## config.mk

```make
export PLATFORM = sky130hd
export DESIGN_NAME = cse_ctrl
export DESIGN_NICKNAME = d
export VERILOG_FILES = /design/src/rtl/cse_pkg.sv /design/src/rtl/cse_ctrl.sv
export SDC_FILE = /design/constraint.sdc
export NUM_CORES = 1
export LEC_CHECK = 0
export BUFFER_PORTS_ARGS = -buffer_cell sky130_fd_sc_hd__buf_4
export CAP_MARGIN = 15
export CORE_AREA = 2 2 39 41
export CTS_BUF_LIST = sky130_fd_sc_hd__clkbuf_8
export DETAILED_ROUTE_END_ITERATION = 8
export DIE_AREA = 0 0 41 43
export PLACE_DENSITY = 0.68
export SETUP_SLACK_MARGIN = 0.3
export SLEW_MARGIN = 40
export SYNTH_ARGS = -nofsm -noshare
export SYNTH_HDL_FRONTEND = slang
export SYNTH_SLANG_ARGS = --single-unit
```

## constraint.sdc

```tcl
create_clock -name clk -period 1.8 [get_ports clk]
set_clock_uncertainty 0.15 [all_clocks]
set_input_delay 0.36 -clock clk [delete_from_list [all_inputs] [get_ports clk]]
set_output_delay 0.36 -clock clk [all_outputs]
set_load 0.005 [all_outputs]
```

## src/rtl/cse_pkg.sv

```systemverilog
// Shared constants and controller/datapath interface types for the cosine similarity engine.
package cse_pkg;

  localparam int FIELD_W   = 16;
  localparam int ELEM_BITS = 16;
  localparam int PROD_W    = 2 * ELEM_BITS;
  localparam int ACC_W     = 48;
  localparam int WORK_W    = 64;
  localparam int ROOT_W    = WORK_W / 2;
  localparam int SHIFT_W   = 5;
  localparam int STEP_W    = 7;
  localparam int SIM_W     = 16;
  localparam int FRAC_BITS = 15;
  localparam int Q_W       = FRAC_BITS + 2;

  localparam logic [Q_W-1:0] LIM_NEG = Q_W'(1) << FRAC_BITS;
  localparam logic [Q_W-1:0] LIM_POS = LIM_NEG - Q_W'(1);

  typedef struct packed {
    logic capture;
    logic load;
    logic norm_step;
    logic root_init;
    logic root_step;
    logic mul;
    logic div_step;
    logic res_load;
  } cse_cmd_t;

  typedef struct packed {
    logic zero_norm;
    logic norm_done;
    logic root_done;
    logic div_done;
    logic out_free;
  } cse_stat_t;

endpackage

```

## src/rtl/cse_ctrl.sv

```systemverilog
// Control state machine for accumulation, norm scaling, roots, multiply and divide.
module cse_ctrl import cse_pkg::*; (
  input  logic      clk,
  input  logic      rst_n,
  input  logic      in_valid,
  input  logic      in_last_elem,
  input  cse_stat_t stat,
  output logic      in_stall,
  output cse_cmd_t  cmd
);

  typedef enum logic [7:0] {
    S_ACCUM = 8'b0000_0001,
    S_DRAIN = 8'b0000_0010,
    S_LOAD  = 8'b0000_0100,
    S_NORM  = 8'b0000_1000,
    S_ROOT  = 8'b0001_0000,
    S_MUL   = 8'b0010_0000,
    S_DIV   = 8'b0100_0000,
    S_OUT   = 8'b1000_0000
  } state_t;

  state_t state_r, state_nxt;

  assign in_stall = (state_r != S_ACCUM);

  always_comb begin
    state_nxt = state_r;
    cmd       = '0;
    case (state_r)
      S_ACCUM: begin
        if (in_valid) begin
          cmd.capture = 1'b1;
          if (in_last_elem) begin
            state_nxt = S_DRAIN;
          end
        end
      end
      S_DRAIN: begin
        state_nxt = S_LOAD;
      end
      S_LOAD: begin
        cmd.load  = 1'b1;
        state_nxt = S_NORM;
      end
      S_NORM: begin
        if (stat.zero_norm) begin
          state_nxt = S_OUT;
        end else if (stat.norm_done) begin
          cmd.root_init = 1'b1;
          state_nxt     = S_ROOT;
        end else begin
          cmd.norm_step = 1'b1;
        end
      end
      S_ROOT: begin
        if (stat.root_done) begin
          state_nxt = S_MUL;
        end else begin
          cmd.root_step = 1'b1;
        end
      end
      S_MUL: begin
        cmd.mul   = 1'b1;
        state_nxt = S_DIV;
      end
      S_DIV: begin
        if (stat.div_done) begin
          state_nxt = S_OUT;
        end else begin
          cmd.div_step = 1'b1;
        end
      end
      S_OUT: begin
        if (stat.out_free) begin
          cmd.res_load = 1'b1;
          state_nxt    = S_ACCUM;
        end
      end
      default: begin
        state_nxt = S_ACCUM;
      end
    endcase
  end

  always_ff @(posedge clk) begin
    if (!rst_n) begin
      state_r <= S_ACCUM;
    end else begin
      state_r <= state_nxt;
    end
  end

endmodule

```

==> metrics.cfg, run 1 <==
[outcome]
status = complete, but fails checks
failed_checks = negative setup slack

[final_layout]
fin_cells = 112
largest_reg_flops = 8
antenna_cells = 0
final_common_cell = buf_4
largest_registers = state_r (8)
nets = 107
largest-register = state_r
drive_above_1_share = 0.656
mostFrequentLayoutCells = buf_4 (24), buf_6 (6)
syn2layout_area_growth_pct = 74.3

[drt]
drcViolationCount = 0
wl_per_cell_um = 15.7
drt_iter0_drc = 16
ant_nets = 0
dr_total_vias = 639
firstDrtPassIters = 4
route.final.wire_length_um = 1760
viasPerCell = 5.71

[timing]
max_clock_freq_ghz = 0.495
finalCritPeriodShare = 1.12
rsz0062_at_grt = true
slew-limit-headroom = 0.728
final-setup-viol-count = 13
tightest_slew_ns = 0.405
finalCriticalPeriod_ns = 2.02
finalHoldViolCount = 0
setup_slack_ns = -0.222
finalMaxSlewViolations = 0

[clocking]
clock_sinks = 8
root_buffer = clkbuf_8
cts_tree = built
clk_latency_ns = 0.23
h-tree-depth = 1
holdBufCountCts = 0
ctsLongestPathBuffers = 2
clk_pin_slew_ns = 0.04
cts_buffers = 3

[floorplan]
core_mm2 = 0.00138
start_util = 0.401
die_y_um = 43
rows = 14
dieArea_mm2 = 0.00176
io_pins = 18
fp.dieW_um = 41

[pwr]
swShare = 0.294
seq_power_share = 0.297
p_int_uw = 510
peakVddDrop_mv = 0.570
p_per_area_mw_per_mm2 = 749
p_clk_frac = 0.303
p_sw_uw = 213
leakagePower_uw = 0.000444
p_comb_frac = 0.401

[critical_path]
max_stage_delay_ns = 0.43
path_cells = nor4_4, buf_4, nand3_2, nor2_1, buf_4
critPathKind = reg -> out
crit_top_cell = buf_4
cp-end-kind = primary output
arrival_ns = 1.51
crit_path_top_delay_cell = nor4_4
crit_path_start_kind = flip-flop
cp_num_buf_inv = 2
path_delay_family = simple AND/OR/NAND/NOR gates
crit_required_ns = 1.29
critical_path.max_fanout = 6

[flow_run]
cap_violations = 0

[synthesis]
ys_types = 28
syn_area_um2 = 554
synthCells = 63
syn_avg_cell_area_um2 = 8.80
ys_seq_elements = 8
syn_nets = 72
synth_seq_area_share = 0.289
ys_warn_count = 0

[global_route]
grt_pass1_wl_um = 2710
antenna_found_initial = 0
grt_pass1_vias = 581
overflow = 0
grt_max_degree = 8
grt_use_total = 0.232

[placement]
gp_congestion = 0.874
io_buffer_count = 17
pre_cts_ws_ns = 0.0176
dp_hpwl_um = 1010
dp.cells = 96

[hold_path]
hp-class = in -> reg

-- worst register-to-register path, cell delays in order, from the launching register on --
cell,delay (ns)
dfxtp_2,0.35
nor4_4,0.43
buf_4,0.20
buf_6,0.09
o211ai_1,0.08
nor4bb_4,0.18
nor3b_2,0.16
o21ba_1,0.17
-- power by group through the flow --
stage	registers [uW]	logic, uW	clock network (uW)
finish	214	290	219
global route	215	307	234
CTS	214	228	222
detailed placement	214	160	0
global placement	212	161	0
floorplan	210	104	0
-- per-stage QoR --
stage | power [uW] | utilization | setup TNS [ns] | cell area [um2] | hold slack (ns)
6_report | 723 | 0.698 | -1.28 | 966 | 0.233
5_1_grt | 757 | 0.698 | -2.13 | 966 | 0.229
4_1_cts | 664 | 0.648 | -0.734 | 897 | 0.217
3_5_place_dp | 373 | 0.515 | 0 | 713 | 0.410
3_3_place_gp | 373 | 0.515 | 0 | 713 | 0.410
2_1_floorplan | 314 | - | 0 | 566 | 0.328
-- path summary, 6_finish.rpt --
check / slack, ns / cells after the start / endpoint / from
min: 0.23 / 2 / state_r[3]$_SDFFE_PN0P_ / rst_n
min reg2reg: 0.39 / 2 / state_r[6]$_SDFFE_PN0P_ / state_r[6]$_SDFFE_PN0P_
max: -0.22 / 5 / cmd[1] / state_r[5]$_SDFFE_PN0P_
max reg2reg: -0.12 / 7 / state_r[4]$_SDFFE_PN0P_ / state_r[5]$_SDFFE_PN0P_
-- cells by family (layout without fill, tap and decap cells) --
logic type | after synthesis | count (layout) | synth area share
buffers and inverters | 3 | 36 | 0.0203
xor gates and xnor gates | 1 | 1 | 0.0158
and+or+nand+nor | 41 | 41 | 0.551
AOI/OAI and AO/OA | 10 | 10 | 0.124
DFF | 8 | 8 | 0.289
-- area by class of cell --
class	count	area (um2)
clock buffers	3	41.3
fillers	102	418
inverters	3	11.3
multi-input cells	52	465
flip-flops and latches	8	180
well taps	16	20.0
repair buffers	30	248
-- metal layers --
| metal | track usage | up-vias | share of wire |
|---|---|---|---|
| li1 | - | 304 | - |
| met1 | 0.275 | 315 | 0.40 |
| met2 | 0.372 | 15 | 0.54 |
| met3 | 0.0785 | 5 | 0.042 |
| met4 | 0.0800 | 0 | 0.018 |
| met5 | 0 | - | 0 |
-- cells in the mapped netlist --
library cell	n	area, um2
a21boi_1	1	7.51
a2bb2oi_1	1	8.76
and2_1	1	6.26
and2b_2	1	8.76
and3_1	1	6.26
and4_4	1	11.3
and4b_1	1	10.0
and4b_4	1	13.8
dfxtp_1	8	160
inv_1	3	11.3
nand2_1	3	11.3
nand2b_1	2	12.5
nand3_1	4	20.0
nand4_1	2	12.5
nand4b_1	2	17.5
nor2_1	8	30.0
nor2_2	1	6.26
nor2b_1	4	25.0
nor3b_1	4	30.0
nor3b_2	1	12.5
nor4_2	2	25.0
nor4_4	1	21.3
nor4bb_4	1	25.0
o211ai_1	2	15.0
o21a_1	1	7.51
o21ai_0	4	20.0
o21ba_1	1	10.0
xor2_1	1	8.76
-- what timing repair did --
action / CTS / global route
setup buffers: 9 / 4
gates resized for setup: 23 / 11
hold endpoints to repair: 0 / 0
pin swaps: 9 / 9
setup endpoints to repair: 16 / 17
No activity file was read; power rests on OpenSTA's default activity.
==> run 2: changes to the inputs <==
- clock period: 1.8 -> 2.4 ns (I/O delays scaled with it)
==> run 2 against run 1 <==
  * The flow now finishes without violations
  * Critical path depth stayed put
  * Clock-buffer cell count stayed put
  * Worst hold slack better by 0.10 ns
  * Non-clock buffer count is 12 lower
  * Setup slack better by 0.53 ns
  * Via count is 9.9% lower
  * Final cell count is 11% lower
  * Global-route usage is 6.0 points lower
  * Combinational power is 57% lower
  * Die area stayed put
  * Cell area is 21% lower
  * Core utilization is 14 points lower
  * Largest cell class unchanged
==> metrics.cfg, run 2 (synthesis results as in run 1) <==
[drt]
ant_nets = 0
dr_total_vias = 576
wl_per_cell_um = 13.1
drt_iter0_drc = 12
viasPerCell = 5.76
route.final.wire_length_um = 1310
firstDrtPassIters = 4
drcViolationCount = 0

[clocking]
h-tree-depth = 1
holdBufCountCts = 0
clk_latency_ns = 0.22
cts_tree = built
root_buffer = clkbuf_8
ctsLongestPathBuffers = 2
clk_pin_slew_ns = 0.04
clock_sinks = 8
cts_buffers = 3

[timing]
finalCriticalPeriod_ns = 2.09
final-setup-viol-count = 0
tightest_slew_ns = 0.421
max_clock_freq_ghz = 0.479
finalHoldViolCount = 0
slew-limit-headroom = 0.718
final.setup.tns_ns = 0
finalMaxSlewViolations = 0
rsz0062_at_grt = true
finalCritPeriodShare = 0.870

[pwr]
finalPower_uw = 437
leakagePower_uw = 0.000355
peakVddDrop_mv = 0.435
p_per_area_mw_per_mm2 = 570

[outcome]
status = complete, no violations

[floorplan]
io_pins = 18
die_y_um = 43
fp.dieW_um = 41
dieArea_mm2 = 0.00176
start_util = 0.401
core_mm2 = 0.00138
rows = 14

[critical_path]
crit_path_top_delay_cell = dfxtp_2
max_stage_delay_ns = 0.35
cp_num_buf_inv = 2
crit_path_start_kind = flip-flop
cp-end-kind = primary output
critical_path.max_fanout = 6
crit_top_cell = buf_4
path_cells = nor4_4, buf_4, and2_1, and3_1, buf_4
arrival_ns = 1.46
path_delay_family = simple AND/OR/NAND/NOR gates
critPathKind = reg -> out
crit_required_ns = 1.77

[final_layout]
mostFrequentLayoutCells = buf_4 (18), nor2_1 (8), dfxtp_1 (6)
multi_input_area_um2 = 397
antenna_cells = 0
ff_latch_area_um2 = 163
fillers = 127
syn2layout_area_growth_pct = 38.4
largest_registers = state_r (8)
nets = 95
final_common_cell = buf_4
largest_reg_flops = 8
largest-register = state_r
drive_above_1_share = 0.381

[global_route]
antenna_found_initial = 0
grt_pass1_vias = 488
overflow = 0
grt_use_total = 0.173
grt_max_degree = 8
grt_pass1_wl_um = 2050

[hold_path]
hp-class = in -> reg

[flow_run]
cap_violations = 0

[placement]
dp_hpwl_um = 971
gp_congestion = 0.850
io_buffer_count = 17

## run 2: final cells by class
cell class | instances | share of cell area
Multi-Input combinational cell | 52 | 0.517
Timing Repair Buffer | 18 | 0.176
Sequential cell | 8 | 0.212
Inverter | 3 | 0.0147
Clock buffer | 3 | 0.0538
Tap cell | 16 | 0.0261
## run 2: through the flow
stage / cell area [um2] / instances / hold WS, ns / util / setup WS [ns]
detailed placement: 702 / 96 / 0.422 / 0.507 / 0.422
finish: 767 / 100 / 0.333 / 0.554 / 0.311
floorplan: 554 / 63 / 0.373 / - / 0.640
global placement: 702 / 96 / 0.426 / 0.507 / 0.456
global route: 767 / 100 / 0.332 / 0.554 / 0.230
CTS: 751 / 100 / 0.328 / 0.542 / 0.274
## run 2: power breakdown
part,total (uW),internal [uW],switching (uW)
clock network,156,108,47.6
registers,157,142,15.0
logic,124,70.7,53.4
## run 2: path summary, 6_finish.rpt
path	from	to	slack [ns]	depth (start not counted)
hold / removal	rst_n	state_r[3]$_SDFFE_PN0P_	0.33	2
setup / recovery	state_r[4]$_SDFFE_PN0P_	cmd[0]	0.31	5
hold reg to reg	state_r[1]$_SDFFE_PN0P_	state_r[2]$_SDFFE_PN0P_	0.46	2
setup reg to reg	state_r[6]$_SDFFE_PN0P_	state_r[4]$_SDFFE_PN0P_	0.55	5
## run 2: worst register-to-register path, stage by stage, from the launching register on
cell	delay [ns]
dfxtp_1	0.52
nor3b_1	0.13
o211ai_1	0.21
nor4bb_4	0.39
nor3b_2	0.25
o21ba_1	0.13
## run 2: per-layer routing
layer | vias up | global-route usage | wire length [um]
met5 | - | 0 | 0
met1 | 270 | 0.226 | 555
met2 | 28 | 0.241 | 653
met3 | 2 | 0.0628 | 95
met4 | 0 | 0.0867 | 8
li1 | 276 | - | -
## run 2: repair_timing
action,4_1_cts,5_1_grt
endpoints found under the setup margin,1,8
gates resized for setup,0,4
pin swaps,1,1
buffers inserted,1,0
==> run 3: changes to the inputs <==
- PLACE_DENSITY: 0.68 -> 0.7
- clock period: 2.4 -> 1.7 ns (I/O delays scaled with it)
==> run 3 against run 2 <==
  * The flow now finishes with violations (negative setup slack)
  * Setup slack worse by 0.55 ns
  * Routed wire length up 54%
  * Highest routed layer unchanged
  * Critical endpoint unchanged
  * Register-to-register slack worse by 0.70 ns
  * Non-clock buffer count up 20
  * Sequential share of layout area down 3.5 points
  * Via count up 17%
  * Total power up 89%
  * Cell area up 37%
  * First-iteration DRC count rose to 2.9 times the previous value
  * Sequential power up 46%
  * Worst hold slack worse by 0.12 ns
==> metrics.cfg, run 3 (synthesis results as in run 1) <==
[outcome]
status = complete, but fails checks
failed_checks = negative setup slack

[clocking]
cts_buffers = 3
clk_pin_slew_ns = 0.05
root_buffer = clkbuf_8
ctsLongestPathBuffers = 2
cts_tree = built
holdBufCountCts = 0
clk_latency_ns = 0.24
h-tree-depth = 1
clock_sinks = 8

[timing]
max_clock_freq_ghz = 0.515
tightest_slew_ns = 0.287
final.setup.tns_ns = -2.17
final-setup-viol-count = 16
slew-limit-headroom = 0.807
finalHoldViolCount = 0
finalMaxSlewViolations = 0
rsz0062_at_grt = true
finalCritPeriodShare = 1.14
finalCriticalPeriod_ns = 1.94
setup_slack_ns = -0.242

[drt]
ant_nets = 0
drt_iter0_drc = 35
route.final.wire_length_um = 2020
wl_per_cell_um = 16.8
viasPerCell = 5.63
firstDrtPassIters = 4
dr_total_vias = 675
drcViolationCount = 0

[critical_path]
cp-end-kind = primary output
critical_path.max_fanout = 5
crit_required_ns = 1.21
critPathKind = reg -> out
arrival_ns = 1.45
crit_path_start_kind = flip-flop

[global_route]
overflow = 0
antenna_found_initial = 0
grt_use_total = 0.236
grt_max_degree = 8
grt_pass1_wl_um = 2720
grt_pass1_vias = 595

[final_layout]
syn2layout_area_growth_pct = 88.9
largest-register = state_r
final_common_cell = buf_4
largest_reg_flops = 8
nets = 115
fin_cells = 120
antenna_cells = 0
largest_registers = state_r (8)
fin_area_mm2 = 0.00105
mostFrequentLayoutCells = buf_4 (31), nor2_1 (7), buf_6 (7), dfxtp_4 (6)
drive_above_1_share = 0.683

[flow_run]
cap_violations = 0

[placement]
dpl_cell_area_um2 = 782
gp_congestion = 0.866
dp_hpwl_um = 1150
pre_cts_ws_ns = -0.0728
dp.cells = 103
io_buffer_count = 17

[floorplan]
fp.dieW_um = 41
die_y_um = 43
start_util = 0.401
core_mm2 = 0.00138
io_pins = 18
rows = 14
dieArea_mm2 = 0.00176

[hold_path]
hp-class = in -> reg

[pwr]
p_per_area_mw_per_mm2 = 789
peakVddDrop_mv = 0.638
leakagePower_uw = 0.000485
finalPower_uw = 826

## run 3: changes by cell type in the layout (fill, tap and decap cells not counted), moves of 2 or more
cell	previous run	this run
dfxtp_4	0	6
dfxtp_1	6	0
nor2_2	0	2
nand3_4	0	2
nor3b_1	4	2
nand3_1	4	1
buf_6	0	7
buf_4	18	31
## run 3: final cells by class
| class | instances | area [um2] |
|---|---|---|
| multi-input cells | 52 | 478 |
| fillers | 87 | 337 |
| repair buffers | 38 | 312 |
| flip-flops and latches | 8 | 185 |
| clock buffers | 3 | 41.3 |
| well taps | 16 | 20.0 |
| inverters | 3 | 11.3 |
## run 3: worst paths after layout
kind | start | end | slack, ns | cells past startpoint
max reg2reg | state_r[1]$_SDFFE_PN0P_ | state_r[6]$_SDFFE_PN0P_ | -0.15 | 8
min | rst_n | state_r[3]$_SDFFE_PN0P_ | 0.21 | 2
min reg2reg | state_r[6]$_SDFFE_PN0P_ | state_r[6]$_SDFFE_PN0P_ | 0.39 | 2
max | state_r[1]$_SDFFE_PN0P_ | cmd[0] | -0.24 | 5
## run 3: what timing repair did
action / in CTS / in global routing
pin swaps: 10 / 14
hold endpoints to repair: 0 / 0
setup endpoints to repair: 16 / 17
resized for setup: 13 / 17
setup buffers: 8 / 6
## run 3: per-stage QoR
| step | hold WS [ns] | utilization |
|---|---|---|
| 4_1_cts | 0.206 | 0.671 |
| 5_1_grt | 0.207 | 0.757 |
| 3_5_place_dp | 0.384 | 0.565 |
| 2_1_floorplan | 0.307 | - |
| 6_report | 0.208 | 0.757 |
| 3_3_place_gp | 0.380 | 0.565 |
## run 3: worst max-delay path, stage by stage (launching register included)
cell and delay (ns):
dfxtp_4 0.37, nor4_4 0.29, buf_4 0.19, and2_4 0.13
and3_1 0.14, buf_4 0.10
## run 3: power by group
part / internal [uW] / switching [uW] / total (uW)
registers: 199 / 30.8 / 230
logic: 227 / 132 / 359
clock network: 154 / 82.4 / 237
total: 580 / 246 / 826
## run 3: metal layers
metal	track usage	up-vias	routed length [um]
li1	-	317	-
met1	0.276	323	863
met2	0.366	33	1040
met3	0.0890	2	114
met4	0.100	0	7
met5	0	-	0
